`src/hdl/mkspn_pkg.sv`:
```
// Shared constants and types for the makespan estimator.
package mkspn_pkg;

	localparam int AGENTS    = 64;
	localparam int AGENT_W   = 6;
	localparam int TIME_W    = 32;
	localparam int AGENT_AW  = (AGENTS > 1) ? $clog2(AGENTS) : 1;
	localparam int IN_DATA_W = 40;

	typedef logic [AGENT_W-1:0]  agent_t;
	typedef logic [TIME_W-1:0]   time_t;
	typedef logic [AGENT_AW-1:0] load_addr_t;

	localparam time_t TIME_MAX = '1;

endpackage

```
`src/hdl/mkspn_load_ram.sv`:
```
// Agent load memory: one write port, one registered read port.
module mkspn_load_ram
	import mkspn_pkg::*;
(
	input  logic       clk,
	input  logic       rd_en,
	input  load_addr_t rd_addr,
	output time_t      rd_data,
	input  logic       wr_en,
	input  load_addr_t wr_addr,
	input  time_t      wr_data
);

	time_t mem [AGENTS];
	time_t rd_data_q;

	always_ff @(posedge clk) begin
		if (wr_en) begin
			mem[wr_addr] <= wr_data;
		end
	end

	always_ff @(posedge clk) begin
		if (rd_en) begin
			rd_data_q <= mem[rd_addr];
		end
	end

	assign rd_data = rd_data_q;

endmodule

```
`src/hdl/makespan_estimator_core.sv`:
```
// Makespan estimator top level: load update pipeline, running maximum, result register.
//
// Each request is one task: its agent's load is read from a 64-entry memory, the task
// time is added with saturation at the top of the Q16.16 range, and the sum is written
// back while a running maximum of all loads is kept. One task is taken per clock unless
// input is held off; the single read port of the load memory sets that rate, and a task
// on the same agent as the one just before it takes the freshly written sum through a
// bypass. The result for a task marked last is registered on the output when that task
// leaves the first stage, and all loads are cleared at once by per-agent valid bits, so
// the next assignment may follow directly with no clearing pass. Input is held off only
// while a finished result waits and a further last task arrives.
module makespan_estimator_core
	import mkspn_pkg::*;
(
	input  logic                 clk,
	input  logic                 arst_n,
	input  logic                 s_axis_tvalid,
	output logic                 s_axis_tready,
	input  logic [IN_DATA_W-1:0] s_axis_tdata,   // agent[5:0], task_time[37:6], zero pad
	input  logic                 s_axis_tlast,
	output logic                 m_axis_tvalid,
	input  logic                 m_axis_tready,
	output logic [TIME_W-1:0]    m_axis_tdata,   // makespan[31:0]
	output logic                 m_axis_tuser    // saturated
);

	logic       vld_s1;
	agent_t     agent_s1;
	time_t      time_s1;
	logic       last_s1;

	logic       fwd_vld_q;
	load_addr_t fwd_addr_q;
	time_t      fwd_data_q;

	logic [AGENTS-1:0] ld_vld_q;
	time_t      run_max_q;
	logic       ovf_q;

	logic       out_vld_q;
	time_t      out_data_q;
	logic       out_sat_q;

	logic       in_fire;
	logic       s1_fire;
	logic       s1_stall;
	agent_t     in_agent;
	time_t      in_time;
	load_addr_t rd_addr;
	time_t      rd_data;
	load_addr_t addr_s1;
	logic       in_range;
	time_t      old_load;
	logic [TIME_W:0] sum_wide;
	logic       sat_now;
	time_t      new_load;
	time_t      max_next;
	logic       ovf_next;

	assign in_agent = s_axis_tdata[AGENT_W-1:0];
	assign in_time  = s_axis_tdata[AGENT_W+TIME_W-1:AGENT_W];
	assign rd_addr  = AGENT_AW'(in_agent);

	assign s1_stall      = vld_s1 && last_s1 && out_vld_q && !m_axis_tready;
	assign s1_fire       = vld_s1 && !s1_stall;
	assign s_axis_tready = !vld_s1 || s1_fire;
	assign in_fire       = s_axis_tvalid && s_axis_tready;

	mkspn_load_ram u_load_ram (
		.clk     (clk),
		.rd_en   (in_fire),
		.rd_addr (rd_addr),
		.rd_data (rd_data),
		.wr_en   (s1_fire && in_range),
		.wr_addr (addr_s1),
		.wr_data (new_load)
	);

	assign addr_s1  = AGENT_AW'(agent_s1);
	assign in_range = 32'(agent_s1) < 32'(AGENTS);

	always_comb begin
		if (fwd_vld_q && (fwd_addr_q == addr_s1)) begin
			old_load = fwd_data_q;
		end else if (ld_vld_q[addr_s1]) begin
			old_load = rd_data;
		end else begin
			old_load = '0;
		end
		sum_wide = {1'b0, old_load} + {1'b0, time_s1};
		sat_now  = in_range && sum_wide[TIME_W];
		new_load = sum_wide[TIME_W] ? TIME_MAX : sum_wide[TIME_W-1:0];
		max_next = (in_range && (new_load > run_max_q)) ? new_load : run_max_q;
		ovf_next = ovf_q || sat_now;
	end

	always_ff @(posedge clk or negedge arst_n) begin
		if (!arst_n) begin
			vld_s1 <= 1'b0;
		end else if (s_axis_tready) begin
			vld_s1 <= s_axis_tvalid;
		end
	end

	always_ff @(posedge clk) begin
		if (in_fire) begin
			agent_s1 <= in_agent;
			time_s1  <= in_time;
			last_s1  <= s_axis_tlast;
		end
	end

	always_ff @(posedge clk or negedge arst_n) begin
		if (!arst_n) begin
			fwd_vld_q <= 1'b0;
			ld_vld_q  <= '0;
			run_max_q <= '0;
			ovf_q     <= 1'b0;
		end else if (s1_fire) begin
			if (last_s1) begin
				fwd_vld_q <= 1'b0;
				ld_vld_q  <= '0;
				run_max_q <= '0;
				ovf_q     <= 1'b0;
			end else begin
				fwd_vld_q <= in_range;
				if (in_range) begin
					ld_vld_q[addr_s1] <= 1'b1;
				end
				run_max_q <= max_next;
				ovf_q     <= ovf_next;
			end
		end
	end

	always_ff @(posedge clk) begin
		if (s1_fire && in_range) begin
			fwd_addr_q <= addr_s1;
			fwd_data_q <= new_load;
		end
	end

	always_ff @(posedge clk or negedge arst_n) begin
		if (!arst_n) begin
			out_vld_q <= 1'b0;
		end else if (s1_fire && last_s1) begin
			out_vld_q <= 1'b1;
		end else if (m_axis_tready) begin
			out_vld_q <= 1'b0;
		end
	end

	always_ff @(posedge clk) begin
		if (s1_fire && last_s1) begin
			out_data_q <= max_next;
			out_sat_q  <= ovf_next;
		end
	end

	assign m_axis_tvalid = out_vld_q;
	assign m_axis_tdata  = out_data_q;
	assign m_axis_tuser  = out_sat_q;

endmodule
```
`config.mk`:
```
export PLATFORM = sky130hd
export DESIGN_NAME = makespan_estimator_core
export DESIGN_NICKNAME = d
export VERILOG_FILES = /design/src/hdl/mkspn_pkg.sv /design/src/hdl/mkspn_load_ram.sv /design/src/hdl/makespan_estimator_core.sv
export SDC_FILE = /design/constraint.sdc
export NUM_CORES = 2
export LEC_CHECK = 0
export BUFFER_PORTS_ARGS = -buffer_cell sky130_fd_sc_hd__buf_2
export CAP_MARGIN = 20
export CORE_MARGIN = 2
export CORE_UTILIZATION = 36
export CTS_BUF_LIST = sky130_fd_sc_hd__clkbuf_4 sky130_fd_sc_hd__clkbuf_8 sky130_fd_sc_hd__clkbuf_16
export DETAILED_ROUTE_END_ITERATION = 10
export GPL_ROUTABILITY_DRIVEN = 0
export HOLD_SLACK_MARGIN = 0.06
export PLACE_DENSITY = 0.51
export RECOVER_POWER = 100
export SYNTH_ARGS = -nofsm -noshare
export SYNTH_HDL_FRONTEND = slang
export SYNTH_SLANG_ARGS = --single-unit
```
`constraint.sdc`:
```
create_clock -name clk -period 12.25 [get_ports clk]
set_clock_uncertainty 0.2 [all_clocks]
set_input_delay 2.45 -clock clk [delete_from_list [all_inputs] [get_ports clk]]
set_output_delay 2.45 -clock clk [all_outputs]
set_load 0.01 [all_outputs]
```
# Word level (Yosys, flattened, before mapping)
# Memory sizes are Yosys's and may differ from the RTL's. A register that Yosys moved wholly into a read port is not among the register bits.
# Cells that the tools add are included.
# W data, S select, Z words.
# word_totals
ff_bits,210
ramBits,2048
inputBits,45
out_inout_bits,35
word_cells,50
n_memories,1
# classes
add_sub_neg,1
n_lt_le_gt_ge,3
eq_ne,1
n_mux,16
bitwise,1
n_reduce_logical,14
# memory_table
memory,depth,word_bits,rd,rd_clocked_by_memory_dff,write_ports,line_no,source
u_load_ram.mem,64,32,1,1,1,mkspn_load_ram.sv:14,time_t mem [AGENTS];
# ops
cell,n
$mux W32,5
$mux W64,1
$or A64 B64 Y64,1
$add A32 B32 Y33,1
$gt A32 B32 Y1,1
$logic_and A1 B1 Y1,8
$mux W1,8
$lt A6 B7 Y1 const B,1
$bmux W1 S6,1
$demux W1 S6,1
$eq A6 B6 Y1,1
$ge A6 B1 Y1 const B,1
$logic_not A1 Y1,3
$logic_or A1 B1 Y1,2
$reduce_bool A2 Y1,1

# Longest topological paths before layout
# logic_depth
depth_word,9
depth_mapped,32
mapped_depth_nobuf,28

# By module
# From an unflattened synthesis, not the netlist that was laid out.
# hier_totals
hier_cells,4317
hier_area_um2,89792.4
# by_module_without_submodules
mod,n_inst,cells_each,area_per_inst_um2,seq_area_each_um2
mkspn_load_ram,1,3324,78835.6,62459.9
makespan_estimator_core,1,993,10956.8,5805.6

# Least setup slack after synthesis
# OpenSTA, ideal clock, no wires.
# synth_path
path_kind,register -> register
start,"reg agent_s1[0], in the netlist addr_s1[0]"
end,"reg out_data_q[12], in the netlist m_axis_tdata[12] (data pin)"
setup_time_ns,0.152
arrival_time_ns,8.720
required_time_ns,11.898
setup_slack_ns,3.178
path_stages_with_launch,27
n_path_buf,6
synth_period_minus_slack_ns,9.072
path_cell_list,edfxtp_1 -> buf_2 -> clkbuf_1 -> xnor2_1 -> nand4_1 -> nor4_1 -> a21oi_1 -> buf_2 -> a22o_1 -> ha_1 -> clkbuf_1 -> nand2_1 -> a2111oi_0 -> o21a_1 -> o21ai_0 -> a211oi_1 -> nor3_1 -> o21ai_0 -> ha_1 -> nand4_1 -> nor2_1 -> a2111oi_0 -> a21o_1 -> clkbuf_1 -> buf_1 -> nand2_1 -> o21ai_0
# synth_between
elab_chain_len,8
word_cells_on_any_way,10
classes_between,1 x add/sub; 1 x order compare; 1 x eq/ne; 6 x mux; 1 x reduce/logical
# synth_lines
item,line_no,source
from (decl),makespan_estimator_core.sv:28,agent_t agent_s1;
from (signal assigned),makespan_estimator_core.sv:107,agent_s1 <= in_agent;
$bmux W1 S6,makespan_estimator_core.sv:85,end else if (ld_vld_q[addr_s1]) begin
$mux W1 (implied by the code),makespan_estimator_core.sv:85,
$mux W32,makespan_estimator_core.sv:85,
$mux W32 (*),makespan_estimator_core.sv:83,if (fwd_vld_q && (fwd_addr_q == addr_s1)) begin
$add A32 B32 Y33 (*),makespan_estimator_core.sv:90,"sum_wide = {1'b0, old_load} + {1'b0, time_s1};"
$mux W32 (*),makespan_estimator_core.sv:92,new_load = sum_wide[TIME_W] ? TIME_MAX : sum_wide[TIME_W-1:0];
via new_load[24],makespan_estimator_core.sv:56,time_t new_load;
$gt A32 B32 Y1 (*),makespan_estimator_core.sv:93,max_next = (in_range && (new_load > run_max_q)) ? new_load : run_max_q;
$mux W32 (*),makespan_estimator_core.sv:93,
via max_next[12],makespan_estimator_core.sv:57,time_t max_next;
to (signal assigned),makespan_estimator_core.sv:155,out_data_q <= max_next;
to (decl),makespan_estimator_core.sv:41,time_t out_data_q;
# Mark *: on every way through the listed nets, which the timed path passes. The rest lies on a longest branch. The select of a mux whose other input is x is not followed.
# A chain may end at the register's enable or synchronous reset.

# Final worst setup path
# layout_path
start,"reg agent_s1[2], in the netlist addr_s1[2]"
end,reg run_max_q[23]
# layout_between
elab_chain_len,9
word_cells_on_any_way,11
classes_between,1 x add/sub; 1 x order compare; 1 x eq/ne; 7 x mux; 1 x reduce/logical
# layout_lines
item,line_no,source
$bmux W1 S6,makespan_estimator_core.sv:85,
$mux W1 (implied by the code),makespan_estimator_core.sv:85,
$mux W32,makespan_estimator_core.sv:85,
$mux W32 (*),makespan_estimator_core.sv:83,
$add A32 B32 Y33 (*),makespan_estimator_core.sv:90,
$mux W32 (*),makespan_estimator_core.sv:92,
via new_load[29],makespan_estimator_core.sv:56,
$gt A32 B32 Y1 (*),makespan_estimator_core.sv:93,
$mux W32 (*),makespan_estimator_core.sv:93,
$mux W32 (*),makespan_estimator_core.sv:120,if (last_s1) begin
to (signal assigned),makespan_estimator_core.sv:130,run_max_q <= max_next;
to (decl),makespan_estimator_core.sv:37,time_t run_max_q;
# Marked as above.

==> impl_metrics.tcl <==
set metrics [dict create \
    yosysWarnings 0 \
    p_leak_nw 32.2 \
    post_cts_resized 0 \
    finalMaxSlewViolations 3073 \
    antenna_found_initial 24 \
    syn_avg_cell_area_sq_um 22.1 \
    routed_wl_microns 232000 \
    worst_slew_pin_slew_ns 5.05 \
    synth.largest_area_cell "edfxtp_1" \
    syn_inst 4053 \
    pwr-share-comb_pct 9.1 \
    internal-power_mw 13.7 \
    core_sq_um 248000 \
    peakVddDrop_uv 161 \
    cp_slowest_cell "clkbuf_1" \
    hpwl_microns 123000 \
    cts.sinks 2290 \
    synth_area_leaders "edfxtp_1, mux4_2, dfrtp_1" \
    io_pins 80 \
    drc_errors 0 \
    status "finished with violations" \
    fin_tns_setup_ns 0 \
    max-cap-violations 102 \
    synth.most_common_cell "edfxtp_1" \
    violations "max-capacitance violations, max-slew violations" \
    pwr-share-clk_pct 39.4 \
    clkTransAtPathRegs_ns 0.06 \
    dp_slack_ns 3.05 \
    grt_max_degree 106 \
    switching_power_mw 4.16 \
    die_h_microns 503 \
    nets 4405 \
    worstPathArrival_ns 10.85 \
    timing.fmax_ghz 0.0970 \
    vias 42400 \
    cts_tree "built" \
    critPathKind "reg -> reg" \
    initial_core_util_pct 36.1 \
    row_count 183 \
    clk_latency_ns 0.88 \
    postCtsSetupBuffers 0 \
    finalCritPeriodShare_pct 84.2 \
    synth_top_area_share_pct 73.4 \
    portBuffers 77 \
    die_x_microns 503 \
    routedWlPerCell_microns 29.6 \
    relSlewSlack_pct -236 \
    synthesis.nets 4163 \
    powerDensity_nw_per_um2 175 \
    worstSetupEndpointType "flip-flop" \
    fin_crit_ns 10.31 \
    ys_types 62 \
    ys_ff_latch 2290 \
    clock_path_buffers 3 \
    ant_nets 0 \
    root_buffer "clkbuf_16" \
    die_area_sq_um 253000 \
    grt_pass1_vias 43400 \
    syn2layout_area_growth_pct 13.9 \
    yosys_most_used_dff "edfxtp_1" \
    grt_pass1_wl_microns 328000 \
    synth_commonest_cells "edfxtp_1, mux4_2, nor2_1, clkbuf_1, nand2_1" \
    netlist_area_sq_um 89600 \
    critPathMaxFanout 66 \
    min_path_type "reg -> reg" \
    htreeDepth 4 \
    drt_pass1_iterations 5 \
    cp.required_ns 12.78 \
    drive_above_1_share_pct 26.6 \
    async_flop_share_pct 4.37 \
    cts_buffers 228 \
    first_iter_violations 4183 \
    ys_seq_area_share_pct 76.2 \
    cts-hold-fix-buffers 0 \
    grt_setup_unrepaired "no" \
    grt_util_all_layers_pct 18.4 \
    critPathMaxStageDelay_ns 1.57 \
    grt_overflow 0 \
    startpoint_type "flip-flop" \
    synth_edf_count 2190 \
    fillers 21700 \
    hold_viol 0 \
    setup_viol 0 \
    swShare_pct 23.3 \
    setup_ws_ns 1.94 \
    vias_per_cell 5.42 \
    p_seq_share_pct 51.5 \
]
final timing paths:
path	from	endpoint	slack, ns	cells after the start
max	addr_s1[2]	run_max_q[23]	1.94	28
min	ld_vld_q[39]	ld_vld_q[39]	0.29	1
max reg2reg	addr_s1[2]	run_max_q[23]	1.94	28
min reg2reg	ld_vld_q[39]	ld_vld_q[39]	0.29	1
max in group asynchronous	arst_n	ld_vld_q[34]	5.11	2
min in group asynchronous	arst_n	run_max_q[4]	2.13	1
metal layers:
| metal | GRT usage, % | wire [microns] |
|---|---|---|
| met5 | 0 | 27 |
| met2 | 29.6 | 112000 |
| met3 | 3.06 | 12800 |
| met1 | 25.9 | 102000 |
| met4 | 4.90 | 5080 |
cell families (layout without fill, tap and decap cells):
logic type	after synthesis	in the layout	synth area share, %
AO/OA/AOI/OAI	293	293	2.18
XOR/XNOR	31	31	0.303
buffers and inverters	269	709	1.21
adder cells (fa/ha/maj)	65	65	0.916
AND/OR/NAND/NOR	407	407	1.96
multiplexers	698	698	17.2
other	0	10	0
flip-flops	2290	2290	76.2
cell usage in the layout, fill, tap and decap left out, drive strengths merged, types with 22 or more instances in the layout:
cell | netlist | layout
a21o | 23 | 23
a21oi | 54 | 54
a22o | 39 | 39
buf | 78 | 95
bufinv | 0 | 25
clkbuf | 128 | 400
clkinv | 0 | 129
dfrtp | 100 | 100
edfxtp | 2190 | 2190
ha | 64 | 64
inv | 63 | 58
mux4 | 672 | 672
nand2 | 101 | 101
nand3 | 22 | 22
nor2 | 208 | 208
o21a | 28 | 28
o21ai | 85 | 85
state kept, by name, summed over array words and instances (netlist names), 6 cells and up:
signal and count:
m_axis_tdata 32, addr_s1 6, u_load_ram.rd_data 32, fwd_addr_q 6, time_s1 32, u_load_ram.mem 2048
fwd_data_q 32, ld_vld_q 64, run_max_q 32
worst max-delay path: cells and delay by family, from the launching register on:
family          cells  cell delay (ns)
mux                 1             0.32
flops               1             0.31
compound gates     15             3.80
simple gates        7             2.48
fa+ha+maj           2             0.63
buf+inv             3             2.37
layout make-up:
type | instances | area [sq um] | area share, %
Antenna cell | 10 | 25.0 | 0.0245
Clock buffer | 277 | 6170 | 6.05
Clock inverter | 151 | 1400 | 1.38
Inverter | 63 | 236 | 0.232
Multi-Input combinational cell | 1494 | 20600 | 20.2
Sequential cell | 2290 | 68300 | 66.9
Tap cell | 3330 | 4170 | 4.09
Timing Repair Buffer | 218 | 1170 | 1.15
power groups by stage:
stage | clock network, mW | logic (mW) | registers [mW]
finish | 7.04 | 1.63 | 9.22
global route | 7.51 | 1.80 | 9.23
global placement | 0 | 1.63 | 9.36
floorplan | 0 | 0.974 | 9.37
detailed placement | 0 | 1.66 | 9.37
CTS | 7.21 | 1.67 | 9.20
per-stage QoR:
stage | util [%] | cell area, sq um | std cells | hold slack (ns) | power [mW]
after detailed placement | 38.3 | 95000 | 7394 | 0.273 | 11.0
after global placement | 38.3 | 95000 | 7394 | 0.265 | 11.0
after CTS | 41.4 | 103000 | 7822 | 0.287 | 18.1
after floorplan | - | 89600 | 4053 | 0.221 | 10.3
after global routing | 41.1 | 102000 | 7829 | 0.303 | 18.5
final | 41.1 | 102000 | 7833 | 0.286 | 17.9
No activity file was read; power rests on OpenSTA's default activity.
